## config.mk

```make
export PLATFORM = sky130hd
export DESIGN_NAME = lru_replacement_tracker
export DESIGN_NICKNAME = d
export VERILOG_FILES = /design/src/rtl/lrt_pkg.sv /design/src/rtl/lrt_core.sv /design/src/rtl/lru_replacement_tracker.sv
export SDC_FILE = /design/constraint.sdc
export NUM_CORES = 2
export LEC_CHECK = 0
export BUFFER_PORTS_ARGS = -buffer_cell sky130_fd_sc_hd__buf_2
export CORE_MARGIN = 10
export CORE_UTILIZATION = 57
export DETAILED_ROUTE_END_ITERATION = 10
export PLACE_DENSITY = 0.76
export SKIP_LAST_GASP = 1
export SLEW_MARGIN = 0
export SYNTH_ARGS = -nofsm -noshare
export SYNTH_HDL_FRONTEND = slang
export SYNTH_SLANG_ARGS = --single-unit
export TNS_END_PERCENT = 1
```

## constraint.sdc

```tcl
create_clock -name clk -period 6.81 [get_ports clk]
set_input_delay 0.681 -clock clk [delete_from_list [all_inputs] [get_ports clk]]
set_output_delay 0.681 -clock clk [all_outputs]
set_load 0.05 [all_outputs]
```

## src/rtl/lrt_pkg.sv

```systemverilog
package lrt_pkg;

  localparam int NUM_SETS_DEF = 64;
  localparam int NUM_WAYS_DEF = 8;

  localparam int SET_IDX_W = 6;
  localparam int WAY_IDX_W = 3;
  localparam int WIU_W     = 4;
  localparam int COUNT_W   = 4;

  localparam logic [WIU_W-1:0] WIU_RESET = 4'd8;

  localparam logic FUNC_TOUCH = 1'b0;
  localparam logic FUNC_QUERY = 1'b1;

  typedef struct packed {
    logic                 func;
    logic [SET_IDX_W-1:0] set_index;
    logic [WAY_IDX_W-1:0] way_index;
  } lrt_in_t;

  typedef struct packed {
    logic [WAY_IDX_W-1:0] victim_way;
    logic                 way_was_tracked;
    logic [COUNT_W-1:0]   tracked_count;
  } lrt_out_t;

endpackage

```

## src/rtl/lrt_core.sv

```systemverilog
module lrt_core import lrt_pkg::*; #(
  parameter int NUM_WAYS = NUM_WAYS_DEF,
  localparam int WAY_W = $clog2(NUM_WAYS),
  localparam int CNT_W = $clog2(NUM_WAYS + 1)
) (
  input  logic                            func,
  input  logic [WAY_IDX_W-1:0]            way,
  input  logic [WIU_W-1:0]                ways_in_use,
  input  logic [CNT_W-1:0]                cnt,
  input  logic [NUM_WAYS-1:0][WAY_W-1:0]  order,
  output logic                            wr_en,
  output logic [CNT_W-1:0]                cnt_next,
  output logic [NUM_WAYS-1:0][WAY_W-1:0]  order_next,
  output lrt_out_t                        res
);

  logic                 way_ok;
  logic [WAY_W-1:0]     way_w;
  logic [CNT_W-1:0]     lim;
  logic [NUM_WAYS-1:0]  hit;
  logic [NUM_WAYS-1:0]  shift;
  logic [NUM_WAYS-1:0]  used;
  logic                 found;
  logic                 seen;
  logic                 full;
  logic                 free_found;
  logic [WAY_W-1:0]     free_way;
  logic [WAY_W-1:0]     lru_way;
  logic [WAY_W-1:0]     victim;

  always_comb begin
    way_ok = 32'(way) < NUM_WAYS;
    way_w  = WAY_W'(way);
    lim    = (32'(ways_in_use) > NUM_WAYS) ? CNT_W'(NUM_WAYS) : CNT_W'(ways_in_use);

    for (int i = 0; i < NUM_WAYS; i++) begin
      hit[i] = (CNT_W'(i) < cnt) && (order[i] == way_w);
    end
    found = |hit;

    // entries at or before the hit position (or the tail when new) move down by one
    seen = 1'b0;
    for (int i = 0; i < NUM_WAYS; i++) begin
      shift[i] = !seen && (found || (CNT_W'(i) <= cnt));
      seen     = seen | hit[i];
    end

    full  = !found && (cnt >= CNT_W'(NUM_WAYS));
    wr_en = (func == FUNC_TOUCH) && way_ok && !full;

    order_next[0] = way_w;
    for (int i = 1; i < NUM_WAYS; i++) begin
      order_next[i] = shift[i] ? order[i-1] : order[i];
    end
    cnt_next = (wr_en && !found) ? cnt + 1'b1 : cnt;

    for (int w = 0; w < NUM_WAYS; w++) begin
      used[w] = 1'b0;
      for (int i = 0; i < NUM_WAYS; i++) begin
        used[w] = used[w] | ((CNT_W'(i) < cnt) && (order[i] == WAY_W'(w)));
      end
    end

    // lowest way below the limit that is not tracked
    free_found = 1'b0;
    free_way   = '0;
    for (int w = 0; w < NUM_WAYS; w++) begin
      if (!free_found && !used[w] && (CNT_W'(w) < lim)) begin
        free_way   = WAY_W'(w);
        free_found = 1'b1;
      end
    end

    lru_way = order[WAY_W'(cnt - 1'b1)];

    if (cnt == '0) begin
      victim = '0;
    end else if ((cnt < lim) && free_found) begin
      victim = free_way;
    end else begin
      victim = lru_way;
    end

    res.victim_way      = (func == FUNC_QUERY) ? WAY_IDX_W'(victim) : '0;
    res.way_was_tracked = (func == FUNC_TOUCH) && way_ok && found;
    res.tracked_count   = COUNT_W'(cnt_next);
  end

endmodule

```

## src/rtl/lru_replacement_tracker.sv

```systemverilog
// true lru tracker: per set recency order plus tracked count, kept in one row memory
// a request is read into the update stage, then its result is registered onto out_data
// throughput: one request per cycle unless held; the row read, update and write-back
//   are pipelined with a forward path for back-to-back requests to the same set
// reset: counts read as zero through per-set valid bits, ways_in_use returns to 8,
//   no clearing pass, requests are taken from the first cycle after reset
module lru_replacement_tracker import lrt_pkg::*; #(
  parameter int NUM_SETS = NUM_SETS_DEF,
  parameter int NUM_WAYS = NUM_WAYS_DEF
) (
  input  logic             clk,
  input  logic             rst,
  input  logic             cfg_valid,
  output logic             cfg_ready,
  input  logic [WIU_W-1:0] cfg_data,
  input  logic             in_valid,
  output logic             in_ready,
  input  lrt_in_t          in_data,
  output logic             out_valid,
  input  logic             out_ready,
  output lrt_out_t         out_data
);

  localparam int SET_AW = (NUM_SETS > 1) ? $clog2(NUM_SETS) : 1;
  localparam int WAY_W  = $clog2(NUM_WAYS);
  localparam int CNT_W  = $clog2(NUM_WAYS + 1);
  localparam int ORD_W  = NUM_WAYS * WAY_W;
  localparam int ROW_W  = CNT_W + ORD_W;
  localparam int SET_IN = 2 ** SET_IDX_W;

  logic [WIU_W-1:0]  ways_in_use;

  logic [SET_AW-1:0] set_map [SET_IN];
  logic [SET_AW-1:0] in_set;

  logic [ROW_W-1:0]  mem [NUM_SETS];
  logic [ROW_W-1:0]  rd_row;
  logic [NUM_SETS-1:0] set_vld;

  logic                 s1_valid;
  logic                 s1_func;
  logic [SET_AW-1:0]    s1_set;
  logic [WAY_IDX_W-1:0] s1_way;
  logic                 byp;
  logic [ROW_W-1:0]     byp_row;

  logic              in_fire;
  logic              s1_adv;
  logic              wr_fire;
  logic [ROW_W-1:0]  cur_row;
  logic [CNT_W-1:0]  cnt_eff;
  logic [ROW_W-1:0]  wr_row;

  logic                           core_wr_en;
  logic [CNT_W-1:0]               core_cnt_next;
  logic [NUM_WAYS-1:0][WAY_W-1:0] core_order;
  logic [NUM_WAYS-1:0][WAY_W-1:0] core_order_next;
  lrt_out_t                       core_res;

  // set index wraps modulo the number of sets
  for (genvar v = 0; v < SET_IN; v++) begin : g_set_map
    assign set_map[v] = SET_AW'(v % NUM_SETS);
  end
  assign in_set = set_map[in_data.set_index];

  assign cfg_ready = 1'b1;

  always_ff @(posedge clk) begin
    if (rst) begin
      ways_in_use <= WIU_RESET;
    end else if (cfg_valid && cfg_ready) begin
      ways_in_use <= cfg_data;
    end
  end

  assign s1_adv   = !out_valid || out_ready;
  assign in_ready = !s1_valid || s1_adv;
  assign in_fire  = in_valid && in_ready;
  assign wr_fire  = s1_valid && s1_adv && core_wr_en;

  assign cur_row    = byp ? byp_row : rd_row;
  assign cnt_eff    = (byp || set_vld[s1_set]) ? cur_row[ROW_W-1:ORD_W] : '0;
  assign core_order = cur_row[ORD_W-1:0];
  assign wr_row     = {core_cnt_next, core_order_next};

  lrt_core #(
    .NUM_WAYS(NUM_WAYS)
  ) u_core (
    .func       (s1_func),
    .way        (s1_way),
    .ways_in_use(ways_in_use),
    .cnt        (cnt_eff),
    .order      (core_order),
    .wr_en      (core_wr_en),
    .cnt_next   (core_cnt_next),
    .order_next (core_order_next),
    .res        (core_res)
  );

  always_ff @(posedge clk) begin
    if (in_fire) begin
      rd_row <= mem[in_set];
    end
    if (wr_fire) begin
      mem[s1_set] <= wr_row;
    end
  end

  always_ff @(posedge clk) begin
    if (rst) begin
      set_vld <= '0;
    end else if (wr_fire) begin
      set_vld[s1_set] <= 1'b1;
    end
  end

  always_ff @(posedge clk) begin
    if (rst) begin
      s1_valid <= 1'b0;
      byp      <= 1'b0;
    end else if (in_ready) begin
      s1_valid <= in_valid;
      // the row read this edge misses the write-back of the same edge
      byp      <= in_fire && wr_fire && (s1_set == in_set);
    end
  end

  always_ff @(posedge clk) begin
    if (in_fire) begin
      s1_func <= in_data.func;
      s1_set  <= in_set;
      s1_way  <= in_data.way_index;
      byp_row <= wr_row;
    end
  end

  always_ff @(posedge clk) begin
    if (rst) begin
      out_valid <= 1'b0;
    end else if (s1_valid && s1_adv) begin
      out_valid <= 1'b1;
    end else if (out_ready) begin
      out_valid <= 1'b0;
    end
  end

  always_ff @(posedge clk) begin
    if (s1_valid && s1_adv) begin
      out_data <= core_res;
    end
  end

  a_byp_needs_item: assert property (@(posedge clk) disable iff (rst)
    byp |-> s1_valid)
    else $error("forward flag set without an item in the update stage");

  a_count_bound: assert property (@(posedge clk) disable iff (rst)
    s1_valid |-> (32'(core_cnt_next) <= NUM_WAYS))
    else $error("tracked count exceeds the number of ways");

  a_hit_keeps_count: assert property (@(posedge clk) disable iff (rst)
    (s1_valid && (s1_func == FUNC_TOUCH) && core_res.way_was_tracked)
      |-> (core_cnt_next == cnt_eff))
    else $error("touch of a tracked way changed the count");

endmodule

```

Yosys cells after proc, flatten, opt, wreduce, memory -nomap -nowiden
Memory sizes are Yosys's and may differ from the RTL's. A register that Yosys moved wholly into a read port is not among the register bits.
Cells that the tools add are included.
- memories: 2
- output and inout port bits: 11
- RAM bits: 1792
- logic and storage cells: 368
- ROM bits: 384
- bits of input ports: 19
- flip-flop bits (word level): 117
- memories (name ; depth ; width ; rd ports ; clocked after Yosys merged registers in ; wr ports ; line ; text):
    mem ; 64 ; 28 ; 1 ; 1 ; 1 ; lru_replacement_tracker.sv:36 ; logic [ROW_W-1:0] mem [NUM_SETS];
    (no name shown) ; 64 ; 6 ; 1 ; 0 ; 0 ; lru_replacement_tracker.sv:64 ; assign in_set = set_map[in_data.set_index];
- multiplexer cells: 39
- equality and inequality tests: 65
- add/sub/neg operators: 2
- $lt $le $gt $ge: 30
- bitwise operators: 65
- reductions and logical operators: 153
- operators by type and width (operator ; count):
    1-bit logical AND ; 105
    3-bit == test (second input constant) ; 32
    64-bit OR ; 1
    1-bit OR ; 62
    3-bit by 2-bit == test with 1-bit output (second input constant) ; 16
    3-bit 2-to-1 mux ; 15
    3-bit by 4-bit less-than comparator with 1-bit output (first input constant) ; 8
    28-bit 2-to-1 mux ; 1
    1-bit logical NOT ; 26
    3-bit by 1-bit == test with 1-bit output (second input constant) ; 8
    3-bit == test ; 8
    3-bit logical NOT ; 8
    3-bit by 4-bit <= comparator with 1-bit output (first input constant) ; 4
    1-bit by 4-bit less-than comparator with 1-bit output (first input constant) ; 4
    2-bit by 4-bit less-than comparator with 1-bit output (first input constant) ; 4
    1-bit 2-to-1 mux ; 15
    4-bit 2-to-1 mux ; 3
    6-bit 2-to-1 mux ; 2
    1-bit logical OR ; 10
    3-bit binary-select mux with 3-bit select ; 1
    2-bit by 4-bit <= comparator with 1-bit output (first input constant) ; 2
    8-bit OR reduction ; 1
    7-bit >= comparator (second input constant) ; 1
    6-bit by 7-bit less-than comparator with 1-bit output (second input constant) ; 1
    other kinds (16) ; 16

Logic depth before layout (Yosys ltp)
- depth in word-level cells: 46
- gate-level depth with buffers: 23
- mapped depth without buffers: 17

Hierarchy
A second synthesis with hierarchy kept.
- cell total of the unflattened synthesis: 3513
- area total of the unflattened synthesis: 75969.1 sq um
- modules (own cells, without submodules) (module ; times used ; seq. area each (sq um) ; area each (sq um) ; cells an instance):
    lru_replacement_tracker ; 1 ; 57455.1 ; 73908.4 ; 3225
    lrt_core ; 1 ; 0.0 ; 2060.7 ; 288

Least setup slack after synthesis
Ideal clock, no wire load.
- kind: flip-flop to flip-flop
- start: register s1_set[0]
- end: register byp_row[27] (data pin)
- path buffers: 3
- slack: -0.671 ns
- setup time: 0.745 ns
- required time: 6.065 ns
- cell stages (with the launch flop): 20
- data arrival time: 6.736 ns
- clock period less this slack: 7.481 ns
- cells stage by stage: edfxtp_1 > buf_6 > mux4_2 > mux2_2 > a31oi_2 > nand4_2 > nor2_4 > buf_2 > nor2_1 > inv_1 > ha_1 > clkbuf_1 > inv_1 > a211oi_1 > a21oi_1 > a32oi_1 > nand3_1 > a22oi_2 > nand2_1 > o32ai_1
- word-level cells in the longest chain between the ends: 13
- elaborated cells between the ends (all ways): 29
- classes of those cells: add/sub (1); order compare (9); mux (4); reduce/logical (15)
- ends and longest elaborated chain (element ; line ; text):
    start, declared ; lru_replacement_tracker.sv:42 ; logic [SET_AW-1:0] s1_set;
    start signal, assigned ; lru_replacement_tracker.sv:131 ; s1_set <= in_set;
    1-bit binary-select mux with 6-bit select (*) ; lru_replacement_tracker.sv:82 ; assign cnt_eff = (byp || set_vld[s1_set]) ? cur_row[ROW_W-1:ORD_W] : '0;
    1-bit 2-to-1 mux (implied by the code) (*) ; lru_replacement_tracker.sv:82 ;
    1-bit logical OR (*) ; lru_replacement_tracker.sv:82 ;
    4-bit 2-to-1 mux (*) ; lru_replacement_tracker.sv:82 ;
    1-bit by 4-bit less-than comparator with 1-bit output, or another cell as far along ; lrt_core.sv:37 ; hit[i] = (CNT_W'(i) < cnt) && (order[i] == way_w);
    1-bit logical AND ; lrt_core.sv:37 ;
    8-bit OR reduction ; lrt_core.sv:39 ; found = |hit;
    1-bit logical NOT ; lrt_core.sv:48, lrt_core.sv:55 ;
    1-bit logical AND ; lrt_core.sv:48 ; full = !found && (cnt >= CNT_W'(NUM_WAYS));
    1-bit logical NOT ; lrt_core.sv:49 ; wr_en = (func == FUNC_TOUCH) && way_ok && !full;
    1-bit logical AND ; lrt_core.sv:49 ;
    1-bit logical AND ; lrt_core.sv:55 ; cnt_next = (wr_en && !found) ? cnt + 1'b1 : cnt;
    4-bit 2-to-1 mux (*) ; lrt_core.sv:55 ;
    net core_cnt_next[3] ; lru_replacement_tracker.sv:55 ; logic [CNT_W-1:0] core_cnt_next;
    end signal, assigned ; lru_replacement_tracker.sv:133 ; byp_row <= wr_row;
    end, declared ; lru_replacement_tracker.sv:45 ; logic [ROW_W-1:0] byp_row;
Mark *: on every way through the listed nets, which the timed path passes. The rest lies on a longest branch. The select of a mux whose other input is x is not followed.
A chain may end at the register's enable or synchronous reset.

==> reports/metrics.yaml <==
routing:
  wl_um: 198000
  vias: 37500
  drtPass1Iterations: 6
  drc: 0
  ant_nets: 0
  wl_per_cell_um: 36.4
  drt_iter0_drc: 5789
  vias_per_cell: 6.87
grt:
  grt_pass1_vias: 37100
  grt.overflow.total: 0
  grt_antenna_before_repair: 14
  grt_pass1_wl_um: 284000
  grt_max_degree: 97
  track_usage: 0.271
setup_path:
  worst_setup_path_end_kind: "flop"
  crit_path_start: "s1_set[0]"
  worstPathMaxFanout: 34
  cp_common_cell: "buf_4"
  worst-path-buf-inv: 3
  required_ns: 7.41
  start_kind: "flop"
  ff2ff_setup_slack_ns: 0.49
  cpLargestDelayFamily: "compound AO/OA/AOI/OAI gates"
  regToRegStartpoint: "s1_set[0]"
  crit_path_top_delay_cell: "mux2i_4"
  worstPathArrival_ns: 6.91
  crit_path_cell_trace: "buf_4 > mux4_2 > a31o_1 > a31oi_2 > nand4_2 > o21ai_2 > ha_1 > inv_1 > a211oi_1 > a21oi_1 > a32oi_1 > nand3_1 > a22oi_2 > nand2_1 > or2_1 > mux2i_4 > buf_4"
  worst-setup-path-type: "reg -> reg"
  critical-path-max-stage-delay_ns: 0.96
min_path:
  hold_class: "in -> reg"
  min_from: "cfg_data[3]"
sta:
  setup_tns_ns: 0
  slew_viol_final: 0
  timing.final.crit_share: 0.928
  hold_viol_final: 0
  relSlewSlack: 0.0908
  timing.final.crit_period_ns: 6.32
  max_freq_mhz: 158
  rsz0062_at_grt: "false"
  finalSetupViolCount: 0
  fin_skew_ns: 0.0647
  tightest_slew_ns: 1.34
synth:
  synth.top_cell.area_share: 0.735
  ys_warn_count: 0
  yosysTopAreaCell: "edfxtp_1"
  synth_area_um2: 76200
  async_flop_share: 0
  post-synth-top-count-cell: "edfxtp_1"
  ys_top_cells_by_area: "edfxtp_1 (74%), mux4_2 (18%), dfxtp_1 (1.9%), o2bb2ai_1 (0.80%), mux2i_1 (0.80%)"
  synth-seq-area-share: 0.754
  syn_inst: 3351
  syn_nets: 3377
  synthFlopType: "edfxtp_1"
  yosys_register_bits: 1937
  ys_types: 90
  syn_avg_cell_area_um2: 22.7
  synth_common_cells: "edfxtp_1 (1866), mux4_2 (597), nor2_1 (107)"
  synth_edf_count: 1866
clock_tree:
  clockBufferDepth: 3
  tritoncts: "built"
  worstSkewPairLatency_ns: 0.86
  cts_made_buffers: 183
  cts_sinks: 1937
  root_buffer: "clkbuf_16"
  post_cts_buffers: 0
  cts_max_level: 4
  clk_pin_slew_worst_paths_ns: 0.06
final_layout:
  area_growth_pct: 12.9
  final_util: 0.646
  finalNetCount: 3565
  drive_gt1_frac: 0.320
floorplanning:
  core_area_um2: 133000
  dieHeight_um: 386
  die_area_um2: 149000
  fp.dieW_um: 386
  placementRows: 134
  start_util: 0.573
  num_io_pins: 30
placement:
  hpwl_um: 117000
  place_congestion: 0.972
  numPortBuffers: 28
status:
  outcome: "finished, final reports clean"
pwr:
  peakVddDrop_mv: 0.198
  p_per_area_nw_per_um2: 298
  leakage_uw: 0.0266
job:
  max_cap_violations: 0
[final timing paths]
check | endpoint | cells past startpoint
max | mem[45][22] | 17
min | ways_in_use[3] | 3
max reg2reg | mem[45][22] | 17
min reg2reg | set_vld[26] | 1
[metal layers]
metal	GRT usage	vias up	part of all wire
met5	0	-	0.00025
met4	0.102	8	0.041
met3	0.0642	353	0.12
met2	0.411	2453	0.47
met1	0.387	19900	0.37
li1	-	14800	-
[per-stage QoR]
step	hold WS, ns	std cells	setup slack [ns]	power (uW)	cell area, um^2
global route	0.0567	5453	0.173	26300	86100
detailed placement	0.441	5119	0.559	15800	80100
floorplan	0.423	3351	0.0374	14800	76200
global placement	0.440	5119	0.747	15700	80100
CTS	0.00373	5453	0.582	25700	86100
finish	0.0436	5456	0.494	25700	86100
[kinds of logic (layout without fill, tap and decap cells)]
kind of cell / count (synthesis) / in the layout / share of synthesized area
XOR/XNOR: 33 / 33 / 0.00379
other: 1 / 4 / 0.0000492
AO/OA/AOI/OAI: 211 / 211 / 0.0229
flip-flops: 1937 / 1937 / 0.754
multiplexers: 677 / 677 / 0.187
adder cells (fa/ha/maj): 7 / 7 / 0.00115
AND/OR/NAND/NOR: 282 / 282 / 0.0197
buffers and inverters: 203 / 537 / 0.0111
[worst register-to-register path: cells and delay by family, from the launching register on]
family,cells,cell delay (ns)
compound gates,7,2.11
buf+inv,3,0.96
mux,2,1.55
fa+ha+maj,1,0.25
flops,1,0.35
simple gates,4,0.85
[report_power, final]
part	internal (uW)	leakage (uW)	switching [uW]
sequential	13400	0.0174	43.5
combinational	648	0.00623	1440
clock	5570	0.00288	4530
[sequential cells by signal, indices dropped and copies added (netlist names)]
name and flops:
mem 1792, out_data 8, s1_func 1, out_valid 1
rd_row 28, ways_in_use 4, s1_set 6, byp_row 28
s1_way 3, s1_valid 1, byp 1, set_vld 64
[cells in the final DEF, fill, tap and decap left out, drive strengths merged, types with 5 or more instances in the layout]
cell type,instances
clkinv,76
mux4,597
nor2,108
and4,5
mux2i,65
nand2b,6
inv,25
mux2,15
a31oi,5
xnor2,24
o32ai,9
nand3b,8
a22oi,11
o211ai,7
o2bb2ai,70
and2,9
nand4,17
a2111oi,5
clkbuf,232
nor3,15
nand4b,6
nor2b,11
nand2,50
o22ai,8
ha,7
edfxtp,1866
a221oi,6
a32oi,6
bufinv,13
buf,184
o21ai,11
xor2,9
a32o,6
dfxtp,71
a21oi,27
nand3,21
[timing repair]
item | in CTS | in global routing
setup endpoints to repair | 0 | 0
hold buffers | 3 | 0
resized for setup | 0 | 0
hold endpoints to repair | 3 | 0
[final cells by class]
| type | count | area, um^2 |
|---|---|---|
| flip-flops and latches | 1937 | 57500 |
| fillers | 8281 | 47100 |
| clock buffers | 232 | 4820 |
| well taps | 1768 | 2210 |
| clock inverters | 99 | 1130 |
| repair buffers | 187 | 1640 |
| diodes | 3 | 7.51 |
| multi-input cells | 1211 | 18700 |
| inverters | 19 | 71.3 |
Note: power is estimated with default switching activity, not from simulation.
